`config.mk`:
```
export PLATFORM = sky130hd
export DESIGN_NAME = command_line_history_engine
export DESIGN_NICKNAME = d
export VERILOG_FILES = /design/src/rtl/clhe_pkg.sv /design/src/rtl/clhe_ctrl.sv /design/src/rtl/clhe_datapath.sv /design/src/rtl/command_line_history_engine.sv
export VERILOG_INCLUDE_DIRS = /design/src /design/src/rtl
export SDC_FILE = /design/constraint.sdc
export NUM_CORES = 2
export LEC_CHECK = 0
export BUFFER_PORTS_ARGS = -buffer_cell sky130_fd_sc_hd__buf_2
export CAP_MARGIN = 20
export CORE_ASPECT_RATIO = 0.7
export CORE_MARGIN = 2
export CORE_UTILIZATION = 48
export DETAILED_ROUTE_END_ITERATION = 7
export GPL_TIMING_DRIVEN = 1
export HOLD_SLACK_MARGIN = 0.12
export SYNTH_ARGS = -nofsm -noshare
export SYNTH_HDL_FRONTEND = slang
export SYNTH_HIERARCHICAL = 1
export SYNTH_SLANG_ARGS = --single-unit
```
`constraint.sdc`:
```
create_clock -name clk -period 13.2 [get_ports clk]
set_clock_uncertainty 0.2 [all_clocks]
set_input_delay 1.32 -clock clk [delete_from_list [all_inputs] [get_ports clk]]
set_output_delay 1.32 -clock clk [all_outputs]
set_load 0.03 [all_outputs]
```
`src/rtl/command_line_history_engine_defines.svh`:
```
// Assertion macros for the RTL file that carries checks.
`ifndef COMMAND_LINE_HISTORY_ENGINE_DEFINES_SVH
`define COMMAND_LINE_HISTORY_ENGINE_DEFINES_SVH

`ifndef SYNTHESIS
// Same-cycle implication, checked outside reset.
`define CLHE_ASSERT_NOW(lbl, ante, cons, msg) \
    lbl: assert property (@(posedge clk) disable iff (!rst_n) (ante) |-> (cons)) \
        else $error(msg);
// Next-cycle implication, checked outside reset.
`define CLHE_ASSERT_NEXT(lbl, ante, cons, msg) \
    lbl: assert property (@(posedge clk) disable iff (!rst_n) (ante) |=> (cons)) \
        else $error(msg);
`else
`define CLHE_ASSERT_NOW(lbl, ante, cons, msg)
`define CLHE_ASSERT_NEXT(lbl, ante, cons, msg)
`endif

`endif

```
`src/rtl/clhe_pkg.sv`:
```
`default_nettype none
package clhe_pkg;

    // Default sizes.
    localparam int HISTORY_BYTES_DEF = 256;
    localparam int ENTRIES_DEF       = 16;
    localparam int LINE_BYTES_DEF    = 64;

    // Fixed field widths.
    localparam int KEY_W = 8;
    localparam int LEN_W = 7;

    // Key codes.
    localparam logic [KEY_W-1:0] KEY_UP        = 8'd11;
    localparam logic [KEY_W-1:0] KEY_DOWN      = 8'd12;
    localparam logic [KEY_W-1:0] KEY_ENTER     = 8'h0D;
    localparam logic [KEY_W-1:0] KEY_BACKSPACE = 8'h08;
    localparam logic [KEY_W-1:0] BYTE_CR       = 8'h0D;

    // Datapath operations issued by the controller.
    localparam int OP_W = 3;
    localparam logic [OP_W-1:0] OP_NONE  = 3'd0;
    localparam logic [OP_W-1:0] OP_KEY   = 3'd1;
    localparam logic [OP_W-1:0] OP_STASH = 3'd2;
    localparam logic [OP_W-1:0] OP_FETCH = 3'd3;
    localparam logic [OP_W-1:0] OP_LOAD  = 3'd4;
    localparam logic [OP_W-1:0] OP_SHOW  = 3'd5;
    localparam logic [OP_W-1:0] OP_STORE = 3'd6;
    localparam logic [OP_W-1:0] OP_MARK  = 3'd7;

    typedef struct packed {
        logic [OP_W-1:0] op;
    } dp_cmd_t;

    typedef struct packed {
        logic key_up;
        logic key_down;
        logic key_enter;
        logic browse_live;
        logic browse_first;
        logic live_empty;
        logic stash_empty;
        logic age_ok;
        logic len_zero;
        logic copy_done;
    } dp_status_t;

endpackage
`default_nettype wire

```
`src/rtl/clhe_ctrl.sv`:
```
`default_nettype none
module clhe_ctrl (
    input  wire                 clk,
    input  wire                 rst_n,
    input  wire                 start,
    input  clhe_pkg::dp_status_t status,
    output clhe_pkg::dp_cmd_t   cmd,
    output logic                busy
);
    import clhe_pkg::*;

    localparam logic [2:0] S_IDLE  = 3'd0;
    localparam logic [2:0] S_STASH = 3'd1;
    localparam logic [2:0] S_FETCH = 3'd2;
    localparam logic [2:0] S_LOAD  = 3'd3;
    localparam logic [2:0] S_SHOW  = 3'd4;
    localparam logic [2:0] S_STORE = 3'd5;
    localparam logic [2:0] S_MARK  = 3'd6;

    logic [2:0] state_reg;
    logic [2:0] state_next;

    assign busy = (state_reg != S_IDLE);

    // Next state and the operation for the datapath in this cycle.
    always_comb
    begin
        state_next = state_reg;
        cmd.op     = OP_NONE;
        case (state_reg)
            S_IDLE:
            begin
                if (start)
                begin
                    cmd.op = OP_KEY;
                    if (status.key_up)
                    begin
                        state_next = status.browse_live ? S_STASH : S_FETCH;
                    end
                    else if (status.key_down)
                    begin
                        if (status.browse_live)
                        begin
                            state_next = S_IDLE;
                        end
                        else if (status.browse_first)
                        begin
                            state_next = status.stash_empty ? S_IDLE : S_SHOW;
                        end
                        else
                        begin
                            state_next = S_FETCH;
                        end
                    end
                    else if (status.key_enter)
                    begin
                        state_next = status.live_empty ? S_IDLE : S_STORE;
                    end
                end
            end
            S_STASH:
            begin
                cmd.op = OP_STASH;
                if (status.copy_done)
                begin
                    state_next = S_FETCH;
                end
            end
            S_FETCH:
            begin
                cmd.op     = OP_FETCH;
                state_next = status.age_ok ? S_LOAD : S_IDLE;
            end
            S_LOAD:
            begin
                cmd.op     = OP_LOAD;
                state_next = status.len_zero ? S_IDLE : S_SHOW;
            end
            S_SHOW:
            begin
                cmd.op = OP_SHOW;
                if (status.copy_done)
                begin
                    state_next = S_IDLE;
                end
            end
            S_STORE:
            begin
                cmd.op = OP_STORE;
                if (status.copy_done)
                begin
                    state_next = S_MARK;
                end
            end
            S_MARK:
            begin
                cmd.op     = OP_MARK;
                state_next = S_IDLE;
            end
            default:
            begin
                state_next = S_IDLE;
            end
        endcase
    end

    // State register.
    always_ff @(posedge clk or negedge rst_n)
    begin
        if (!rst_n)
        begin
            state_reg <= S_IDLE;
        end
        else
        begin
            state_reg <= state_next;
        end
    end

endmodule
`default_nettype wire

```
`src/rtl/clhe_datapath.sv`:
```
`default_nettype none
module clhe_datapath #(
    parameter int HISTORY_BYTES = clhe_pkg::HISTORY_BYTES_DEF,
    parameter int ENTRIES       = clhe_pkg::ENTRIES_DEF,
    parameter int LINE_BYTES    = clhe_pkg::LINE_BYTES_DEF
) (
    input  wire                              clk,
    input  wire                              rst_n,
    input  wire  [clhe_pkg::KEY_W-1:0]       key_code,
    input  clhe_pkg::dp_cmd_t                cmd,
    output clhe_pkg::dp_status_t             status,
    output logic                             strobe,
    output logic [clhe_pkg::LEN_W-1:0]       erase_count,
    output logic [7:0]                       echo_byte,
    output logic                             byte_valid,
    output logic                             nav_key,
    output logic                             last
);
    import clhe_pkg::*;

    localparam int HW = $clog2(HISTORY_BYTES);
    localparam int EW = $clog2(ENTRIES);
    localparam int CW = $clog2(ENTRIES + 1);
    localparam int LW = $clog2(LINE_BYTES);

    // Memories.
    logic [7:0]       hist_mem      [HISTORY_BYTES];
    logic [HW-1:0]    ent_start_mem [ENTRIES];
    logic [LEN_W-1:0] ent_len_mem   [ENTRIES];
    logic [7:0]       stash_mem     [LINE_BYTES];
    logic [7:0]       live_mem      [LINE_BYTES];

    // Registered read data.
    logic [7:0]       live_q;
    logic [7:0]       stash_q;
    logic [7:0]       hist_q;
    logic [HW-1:0]    estart_q;
    logic [LEN_W-1:0] elen_q;

    // Control and working registers.
    logic [LEN_W-1:0] live_len_reg,  live_len_next;
    logic [LEN_W-1:0] stash_len_reg, stash_len_next;
    logic [CW-1:0]    bpos_reg,      bpos_next;
    logic [CW-1:0]    count_reg,     count_next;
    logic [EW-1:0]    newest_reg,    newest_next;
    logic [HW-1:0]    wp_reg,        wp_next;
    logic [HW-1:0]    hptr_reg,      hptr_next;
    logic [HW-1:0]    entry_wp_reg,  entry_wp_next;
    logic [KEY_W-1:0] key_reg,       key_next;
    logic [LEN_W-1:0] erase_reg,     erase_next;
    logic [LEN_W-1:0] len_reg,       len_next;
    logic [LEN_W-1:0] idx_reg,       idx_next;
    logic [LEN_W-1:0] pidx_reg,      pidx_next;
    logic             pend_reg,      pend_next;
    logic             src_stash_reg, src_stash_next;

    // Result registers.
    logic             strobe_reg,  strobe_next;
    logic [LEN_W-1:0] o_erase_reg, o_erase_next;
    logic [7:0]       o_byte_reg,  o_byte_next;
    logic             o_valid_reg, o_valid_next;
    logic             o_nav_reg,   o_nav_next;
    logic             o_last_reg,  o_last_next;

    // Write ports.
    logic             live_we, stash_we, hist_we, ent_we;
    logic [LW-1:0]    live_waddr;
    logic [7:0]       live_wdata, hist_wdata;

    // Helpers.
    logic [CW-1:0]    age;
    logic             age_ok;
    logic [EW:0]      slot_sum;
    logic [EW-1:0]    slot;
    logic [EW-1:0]    newest_inc;
    logic [HW-1:0]    wp_inc;
    logic [HW-1:0]    hptr_inc;
    logic             is_copy;
    logic             copy_done;
    logic [7:0]       src_data;

    // Age of the entry to recall and its slot in the entry ring.
    assign age      = (key_reg == KEY_UP) ? bpos_reg : (bpos_reg - CW'(2));
    assign age_ok   = (age < count_reg);
    assign slot_sum = {1'b0, newest_reg} + (EW+1)'(ENTRIES) - (EW+1)'(age);
    assign slot     = (slot_sum >= (EW+1)'(ENTRIES)) ?
                      EW'(slot_sum - (EW+1)'(ENTRIES)) : slot_sum[EW-1:0];

    // Ring increments.
    assign newest_inc = (newest_reg == EW'(ENTRIES - 1)) ? '0 : newest_reg + EW'(1);
    assign wp_inc     = (wp_reg == HW'(HISTORY_BYTES - 1)) ? '0 : wp_reg + HW'(1);
    assign hptr_inc   = (hptr_reg == HW'(HISTORY_BYTES - 1)) ? '0 : hptr_reg + HW'(1);

    assign is_copy   = (cmd.op == OP_STASH) || (cmd.op == OP_SHOW) || (cmd.op == OP_STORE);
    assign copy_done = (idx_reg == len_reg) && !pend_reg;
    assign src_data  = src_stash_reg ? stash_q : hist_q;

    // Status to the controller.
    always_comb
    begin
        status.key_up       = (key_code == KEY_UP);
        status.key_down     = (key_code == KEY_DOWN);
        status.key_enter    = (key_code == KEY_ENTER);
        status.browse_live  = (bpos_reg == '0);
        status.browse_first = (bpos_reg == CW'(1));
        status.live_empty   = (live_len_reg == '0);
        status.stash_empty  = (stash_len_reg == '0);
        status.age_ok       = age_ok;
        status.len_zero     = (elen_q == '0);
        status.copy_done    = copy_done;
    end

    // Operation decode.
    always_comb
    begin
        live_len_next  = live_len_reg;
        stash_len_next = stash_len_reg;
        bpos_next      = bpos_reg;
        count_next     = count_reg;
        newest_next    = newest_reg;
        wp_next        = wp_reg;
        hptr_next      = hptr_reg;
        entry_wp_next  = entry_wp_reg;
        key_next       = key_reg;
        erase_next     = erase_reg;
        len_next       = len_reg;
        idx_next       = idx_reg;
        pidx_next      = pidx_reg;
        pend_next      = pend_reg;
        src_stash_next = src_stash_reg;
        strobe_next    = 1'b0;
        o_erase_next   = '0;
        o_byte_next    = '0;
        o_valid_next   = 1'b0;
        o_nav_next     = 1'b0;
        o_last_next    = 1'b0;
        live_we        = 1'b0;
        stash_we       = 1'b0;
        hist_we        = 1'b0;
        ent_we         = 1'b0;
        live_waddr     = live_len_reg[LW-1:0];
        live_wdata     = key_code;
        hist_wdata     = live_q;

        // Streaming copy: issue one read per cycle and write its data in the next cycle.
        if (is_copy)
        begin
            if (idx_reg != len_reg)
            begin
                idx_next  = idx_reg + LEN_W'(1);
                pidx_next = idx_reg;
                pend_next = 1'b1;
                if ((cmd.op == OP_SHOW) && !src_stash_reg)
                begin
                    hptr_next = hptr_inc;
                end
            end
            else
            begin
                pend_next = 1'b0;
            end
        end

        case (cmd.op)
            OP_KEY:
            begin
                key_next   = key_code;
                erase_next = live_len_reg;
                idx_next   = '0;
                pend_next  = 1'b0;
                if (key_code == KEY_UP)
                begin
                    src_stash_next = 1'b0;
                    if (bpos_reg == '0)
                    begin
                        stash_len_next = live_len_reg;
                        len_next       = live_len_reg;
                    end
                end
                else if (key_code == KEY_DOWN)
                begin
                    if (bpos_reg == '0)
                    begin
                        strobe_next = 1'b1;
                        o_nav_next  = 1'b1;
                        o_last_next = 1'b1;
                    end
                    else if (bpos_reg == CW'(1))
                    begin
                        bpos_next      = '0;
                        src_stash_next = 1'b1;
                        len_next       = stash_len_reg;
                        live_len_next  = stash_len_reg;
                        if (stash_len_reg == '0)
                        begin
                            strobe_next  = 1'b1;
                            o_erase_next = live_len_reg;
                            o_nav_next   = 1'b1;
                            o_last_next  = 1'b1;
                        end
                    end
                    else
                    begin
                        src_stash_next = 1'b0;
                    end
                end
                else if (key_code == KEY_ENTER)
                begin
                    bpos_next = '0;
                    if (live_len_reg != '0)
                    begin
                        len_next      = live_len_reg;
                        entry_wp_next = wp_reg;
                    end
                    else
                    begin
                        strobe_next  = 1'b1;
                        o_byte_next  = BYTE_CR;
                        o_valid_next = 1'b1;
                        o_last_next  = 1'b1;
                    end
                end
                else if (key_code == KEY_BACKSPACE)
                begin
                    strobe_next = 1'b1;
                    o_last_next = 1'b1;
                    if (live_len_reg != '0)
                    begin
                        live_len_next = live_len_reg - LEN_W'(1);
                        o_erase_next  = LEN_W'(1);
                    end
                end
                else
                begin
                    strobe_next = 1'b1;
                    o_last_next = 1'b1;
                    if (live_len_reg < LEN_W'(LINE_BYTES))
                    begin
                        live_we       = 1'b1;
                        live_len_next = live_len_reg + LEN_W'(1);
                        o_byte_next   = key_code;
                        o_valid_next  = 1'b1;
                    end
                end
            end
            OP_STASH:
            begin
                stash_we = pend_reg;
            end
            OP_FETCH:
            begin
                if (!age_ok)
                begin
                    strobe_next = 1'b1;
                    o_nav_next  = 1'b1;
                    o_last_next = 1'b1;
                end
            end
            OP_LOAD:
            begin
                hptr_next     = estart_q;
                len_next      = elen_q;
                live_len_next = elen_q;
                idx_next      = '0;
                pend_next     = 1'b0;
                bpos_next     = (key_reg == KEY_UP) ? bpos_reg + CW'(1) : bpos_reg - CW'(1);
                if (elen_q == '0)
                begin
                    strobe_next  = 1'b1;
                    o_erase_next = erase_reg;
                    o_nav_next   = 1'b1;
                    o_last_next  = 1'b1;
                end
            end
            OP_SHOW:
            begin
                if (pend_reg)
                begin
                    live_we      = 1'b1;
                    live_waddr   = pidx_reg[LW-1:0];
                    live_wdata   = src_data;
                    strobe_next  = 1'b1;
                    o_erase_next = (pidx_reg == '0) ? erase_reg : '0;
                    o_byte_next  = src_data;
                    o_valid_next = 1'b1;
                    o_nav_next   = 1'b1;
                    o_last_next  = (pidx_reg == len_reg - LEN_W'(1));
                end
            end
            OP_STORE:
            begin
                if (pend_reg)
                begin
                    hist_we = 1'b1;
                    wp_next = wp_inc;
                end
            end
            OP_MARK:
            begin
                hist_we       = 1'b1;
                hist_wdata    = BYTE_CR;
                wp_next       = wp_inc;
                ent_we        = 1'b1;
                newest_next   = newest_inc;
                live_len_next = '0;
                if (count_reg != CW'(ENTRIES))
                begin
                    count_next = count_reg + CW'(1);
                end
                strobe_next  = 1'b1;
                o_byte_next  = BYTE_CR;
                o_valid_next = 1'b1;
                o_last_next  = 1'b1;
            end
            default:
            begin
            end
        endcase
    end

    // Memory writes and registered reads.
    always_ff @(posedge clk)
    begin
        if (live_we)
        begin
            live_mem[live_waddr] <= live_wdata;
        end
        if (stash_we)
        begin
            stash_mem[pidx_reg[LW-1:0]] <= live_q;
        end
        if (hist_we)
        begin
            hist_mem[wp_reg] <= hist_wdata;
        end
        if (ent_we)
        begin
            ent_start_mem[newest_inc] <= entry_wp_reg;
            ent_len_mem[newest_inc]   <= len_reg;
        end
        live_q   <= live_mem[idx_reg[LW-1:0]];
        stash_q  <= stash_mem[idx_reg[LW-1:0]];
        hist_q   <= hist_mem[hptr_reg];
        estart_q <= ent_start_mem[slot];
        elen_q   <= ent_len_mem[slot];
    end

    // Register update.
    always_ff @(posedge clk or negedge rst_n)
    begin
        if (!rst_n)
        begin
            live_len_reg  <= '0;
            stash_len_reg <= '0;
            bpos_reg      <= '0;
            count_reg     <= '0;
            newest_reg    <= '0;
            wp_reg        <= '0;
            hptr_reg      <= '0;
            entry_wp_reg  <= '0;
            key_reg       <= '0;
            erase_reg     <= '0;
            len_reg       <= '0;
            idx_reg       <= '0;
            pidx_reg      <= '0;
            pend_reg      <= 1'b0;
            src_stash_reg <= 1'b0;
            strobe_reg    <= 1'b0;
            o_erase_reg   <= '0;
            o_byte_reg    <= '0;
            o_valid_reg   <= 1'b0;
            o_nav_reg     <= 1'b0;
            o_last_reg    <= 1'b0;
        end
        else
        begin
            live_len_reg  <= live_len_next;
            stash_len_reg <= stash_len_next;
            bpos_reg      <= bpos_next;
            count_reg     <= count_next;
            newest_reg    <= newest_next;
            wp_reg        <= wp_next;
            hptr_reg      <= hptr_next;
            entry_wp_reg  <= entry_wp_next;
            key_reg       <= key_next;
            erase_reg     <= erase_next;
            len_reg       <= len_next;
            idx_reg       <= idx_next;
            pidx_reg      <= pidx_next;
            pend_reg      <= pend_next;
            src_stash_reg <= src_stash_next;
            strobe_reg    <= strobe_next;
            o_erase_reg   <= o_erase_next;
            o_byte_reg    <= o_byte_next;
            o_valid_reg   <= o_valid_next;
            o_nav_reg     <= o_nav_next;
            o_last_reg    <= o_last_next;
        end
    end

    assign strobe      = strobe_reg;
    assign erase_count = o_erase_reg;
    assign echo_byte   = o_byte_reg;
    assign byte_valid  = o_valid_reg;
    assign nav_key     = o_nav_reg;
    assign last        = o_last_reg;

endmodule
`default_nettype wire

```
`src/rtl/command_line_history_engine.sv`:
```
// Channel   Direction  Ports                                             Transfer
// key       in         start, busy, key_code                             start && !busy
// result    out        strobe, erase_count, echo_byte, byte_valid,       strobe
//                      nav_key, last
//
// Character, backspace, Enter on an empty line, down on the live line and down to an empty
// stashed line: one result in the next cycle; busy stays low.
// Enter on a non-empty line: busy while the line is copied into the history and its entry
// is recorded. Recall of an entry: busy while it is fetched, loaded and shown; up from the
// live line first stashes that line. Down to a non-empty stashed line: busy while it is shown.
// Results stream one per cycle and cannot be stalled; reset clears control state only.
`default_nettype none
`include "command_line_history_engine_defines.svh"
module command_line_history_engine #(
    parameter int HISTORY_BYTES = clhe_pkg::HISTORY_BYTES_DEF,
    parameter int ENTRIES       = clhe_pkg::ENTRIES_DEF,
    parameter int LINE_BYTES    = clhe_pkg::LINE_BYTES_DEF
) (
    input  wire                         clk,
    input  wire                         rst_n,
    input  wire                         start,
    input  wire  [clhe_pkg::KEY_W-1:0]  key_code,
    output logic                        busy,
    output logic                        strobe,
    output logic [clhe_pkg::LEN_W-1:0]  erase_count,
    output logic [7:0]                  echo_byte,
    output logic                        byte_valid,
    output logic                        nav_key,
    output logic                        last
);
    import clhe_pkg::*;

    dp_cmd_t    cmd;
    dp_status_t status;
    logic       plain_key;

    // Sequencer.
    clhe_ctrl u_ctrl (
        .clk    (clk),
        .rst_n  (rst_n),
        .start  (start),
        .status (status),
        .cmd    (cmd),
        .busy   (busy)
    );

    // Line, stash and history storage.
    clhe_datapath #(
        .HISTORY_BYTES (HISTORY_BYTES),
        .ENTRIES       (ENTRIES),
        .LINE_BYTES    (LINE_BYTES)
    ) u_datapath (
        .clk         (clk),
        .rst_n       (rst_n),
        .key_code    (key_code),
        .cmd         (cmd),
        .status      (status),
        .strobe      (strobe),
        .erase_count (erase_count),
        .echo_byte   (echo_byte),
        .byte_valid  (byte_valid),
        .nav_key     (nav_key),
        .last        (last)
    );

    // An accepted key that is neither navigation, Enter nor backspace.
    assign plain_key = start && !busy && (key_code != KEY_UP) && (key_code != KEY_DOWN) &&
                       (key_code != KEY_ENTER) && (key_code != KEY_BACKSPACE);

    // A typed character is answered in the very next cycle with a final result.
    `CLHE_ASSERT_NEXT(a_char_answer, plain_key, strobe && last, "character key not answered")
    // A recalled line streams without gaps.
    `CLHE_ASSERT_NEXT(a_stream_gapless, strobe && !last, strobe, "gap in result stream")
    // A result with no byte carries a zero byte.
    `CLHE_ASSERT_NOW(a_empty_byte, strobe && !byte_valid, echo_byte == 8'd0, "echo byte set without valid")
    // Only the first result of a recall erases.
    `CLHE_ASSERT_NEXT(a_erase_first, strobe && !last, erase_count == '0, "erase in later result")

endmodule
`default_nettype wire

```
==> results_dict.tcl <==
set metrics [dict create \
    setup.worst_path.start_class "flop" \
    largest_register_ffs 2048 \
    final_hold_viol_count 0 \
    final_common_cell "edfxtp_1" \
    num_rows 163 \
    cts_inserted_buffers 329 \
    dp_cells 9944 \
    use_met2_pct 32.8 \
    worstPathCellList "inv_1 > ha_1 > nor3_1 > a21oi_1 > nand3_1 > nand2b_4 > buf_4 > buf_4 > buf_16" \
    drive_above_1_share_pct 24.1 \
    clockBufferDepth 4 \
    crit_top_cell "buf_4" \
    top_usage_layer "met1" \
    period_share_pct 41.6 \
    fin_cells 10500 \
    drv_slew 0 \
    nNetsFinal 6620 \
    synth-seq-area-share_pct 76.1 \
    setup_viol 0 \
    r2r_slack_ps 7710 \
    timing.setup.tns_ps 0 \
    synth_edf_count 3312 \
    area_growth_pct 10.9 \
    gp_congestion 0.905 \
    clk_pin_slew_ps 60 \
    grt_max_degree 105 \
    p_per_area_nw_per_um2 223 \
    ys_async_sr_fraction_pct 3.23 \
    initial_core_util_pct 48.2 \
    finalCriticalPeriod_ps 5490 \
    slowest_stage "nand3_1" \
    cp_max_fo 73 \
    grt_pass1_wl_um 504000 \
    ys_ff_latch 3463 \
    worst_pin_slew_ps 1220 \
    htree_levels 5 \
    design.die.area_sq_um 287000 \
    cts_sinks 3463 \
    synthCells 6434 \
    netlist_area_sq_um 135000 \
    power_mw 33.5 \
    place.detailed.hpwl_um 223000 \
    syn_area_per_cell_sq_um 21.1 \
    die_width_um 639 \
    wl_per_cell_um 34.0 \
    slowest_delay_ps 860 \
    max-vdd-ir-drop_uv 249 \
    grt_overflow 0 \
    insertion_delay_ps 870 \
    drc 0 \
    drtIter0Drc 10700 \
    viasPerCell 6.43 \
    portBuffers 30 \
    grt_util_met3_pct 7.78 \
    critPathKind "reg -> reg" \
    hold_class "reg -> reg" \
    tritoncts "done" \
    antenna_found_initial 20 \
    fmax_mhz 182 \
    grt_pass1_vias 64800 \
    crit_arrival_ps 5920 \
    gr-usage-all-layers_pct 24.9 \
    fp.dieH_um 448 \
    first_pass_iters 6 \
    ant_nets 0 \
    ys_types 84 \
    end_kind "flop" \
    power_leakage_nw 46.6 \
    synth_fp_nets 6485 \
    path_buf_inv 4 \
    crit_required_ps 13630 \
    cts_root_buffer "clkbuf_16" \
    maxSlewHeadroom_pct 18.7 \
    most-common-layout-cells "edfxtp_1 (3312), mux4_2 (884), nor2_1 (461)" \
    rsz0062_at_grt "no" \
    regMostFlops "u_datapath/hist_mem" \
    outcome "finished clean" \
    synth_flop_cell "edfxtp_1" \
    ioPinCount 31 \
    cts_setup_buffers 0 \
    core_area_sq_um 281000 \
    num_vias 67800 \
    ys_warn_count 6 \
    grtUsageMet1_pct 40.1 \
    path_delay_family "buffers and inverters" \
    maxCapViolations 0 \
    routed_wl_um 359000 \
]
[worst paths after layout]
kind / start / endpoint / depth (start not counted)
min in group asynchronous: rst_n / u_datapath/strobe / 2
setup reg to reg: u_ctrl/state_reg[1] / u_datapath/hist_mem[199][0] / 9
hold reg to reg: u_datapath/key_reg[2] / u_datapath/key_reg[2] / 2
max in group asynchronous: rst_n / u_datapath/newest_reg[1] / 4
setup / recovery: u_ctrl/state_reg[1] / u_datapath/hist_mem[199][0] / 9
hold / removal: u_datapath/key_reg[2] / u_datapath/key_reg[2] / 2
[synthesized netlist by cell type, types with 8 or more instances]
master | count | area [sq um]
mux2i_1 | 158 | 1580
o221ai_1 | 43 | 377
clkbuf_1 | 197 | 739
a21o_1 | 17 | 128
buf_4 | 39 | 293
and2_1 | 12 | 75.1
nor2b_1 | 27 | 169
a22oi_1 | 31 | 233
o211ai_1 | 14 | 105
a211oi_1 | 23 | 173
mux4_2 | 884 | 19900
xnor2_1 | 24 | 210
ha_1 | 38 | 475
a31oi_1 | 20 | 125
nand2_1 | 200 | 751
o32ai_1 | 8 | 70.1
nand3_1 | 39 | 195
nor3_1 | 42 | 210
mux2_2 | 32 | 360
nand2b_1 | 21 | 131
nor2_1 | 479 | 1800
inv_1 | 40 | 150
nor4_1 | 12 | 75.1
mux2_1 | 8 | 90.1
buf_2 | 58 | 290
buf_1 | 31 | 116
o21ai_0 | 65 | 325
a21oi_1 | 81 | 405
a22o_1 | 40 | 350
buf_6 | 35 | 394
a221oi_1 | 46 | 403
dfrtp_1 | 112 | 2800
dfxtp_1 | 39 | 781
or2_2 | 9 | 56.3
xor2_1 | 16 | 140
nand4_1 | 18 | 113
o22ai_1 | 39 | 244
edfxtp_1 | 3312 | 99500
o31ai_1 | 9 | 67.6
[logic make-up (layout without fill, tap and decap cells)]
group           count (synthesis)  after routing  synth area share (%)
buf+inv                       414            813                  1.63
xor+xnor                       40             40                 0.259
mux                          1082           1082                  16.2
other cells                     0              2                     0
simple gates                  903            903                  2.90
compound gates                492            492                  2.57
flops                        3463           3463                  76.1
fa+ha+maj                      40             40                 0.381
[worst reg2reg max path, stage by stage (launching register included)]
cell	delay (ps)
dfrtp_1	410
inv_1	140
ha_1	350
nor3_1	130
a21oi_1	670
nand3_1	860
nand2b_4	710
buf_4	800
buf_4	600
buf_16	320
[repair_timing]
| action | in CTS | in global routing |
|---|---|---|
| gates resized for setup | 0 | 0 |
| hold buffers | 1 | 0 |
| hold endpoints to repair | 8 | 0 |
[power breakdown]
| group | switching [mW] | internal [mW] | total, mW |
|---|---|---|---|
| sequential | 0.462 | 13.8 | 14.3 |
| clock | 4.03 | 5.26 | 9.29 |
| combinational | 6.40 | 3.53 | 9.93 |
| total | 10.9 | 22.6 | 33.5 |
[final cells by class]
type | count | area (sq um)
antenna | 2 | 5.00
clock buffer | 433 | 8960
clock inverter | 162 | 1460
fill | 21300 | 131000
inverter | 41 | 155
multi-input combinational | 2557 | 30400
sequential | 3463 | 103000
tap | 3712 | 4640
timing repair buffer | 177 | 1480
[layer usage]
layer,routed length [um],vias to the layer above
li1,-,27000
met1,157000,36300
met2,146000,4048
met3,47500,476
met4,8400,8
met5,53,-
[metrics by stage]
step	utilization, %	cell area [sq um]	hold WS, ps	setup slack (ps)
6_report	53.4	150000	282	7710
2_1_floorplan	-	135000	242	6660
3_3_place_gp	49.6	140000	258	7320
3_5_place_dp	49.7	140000	264	7210
5_1_grt	53.4	150000	310	7440
4_1_cts	53.4	150000	280	7510
Power figures use the tool's default switching activity.
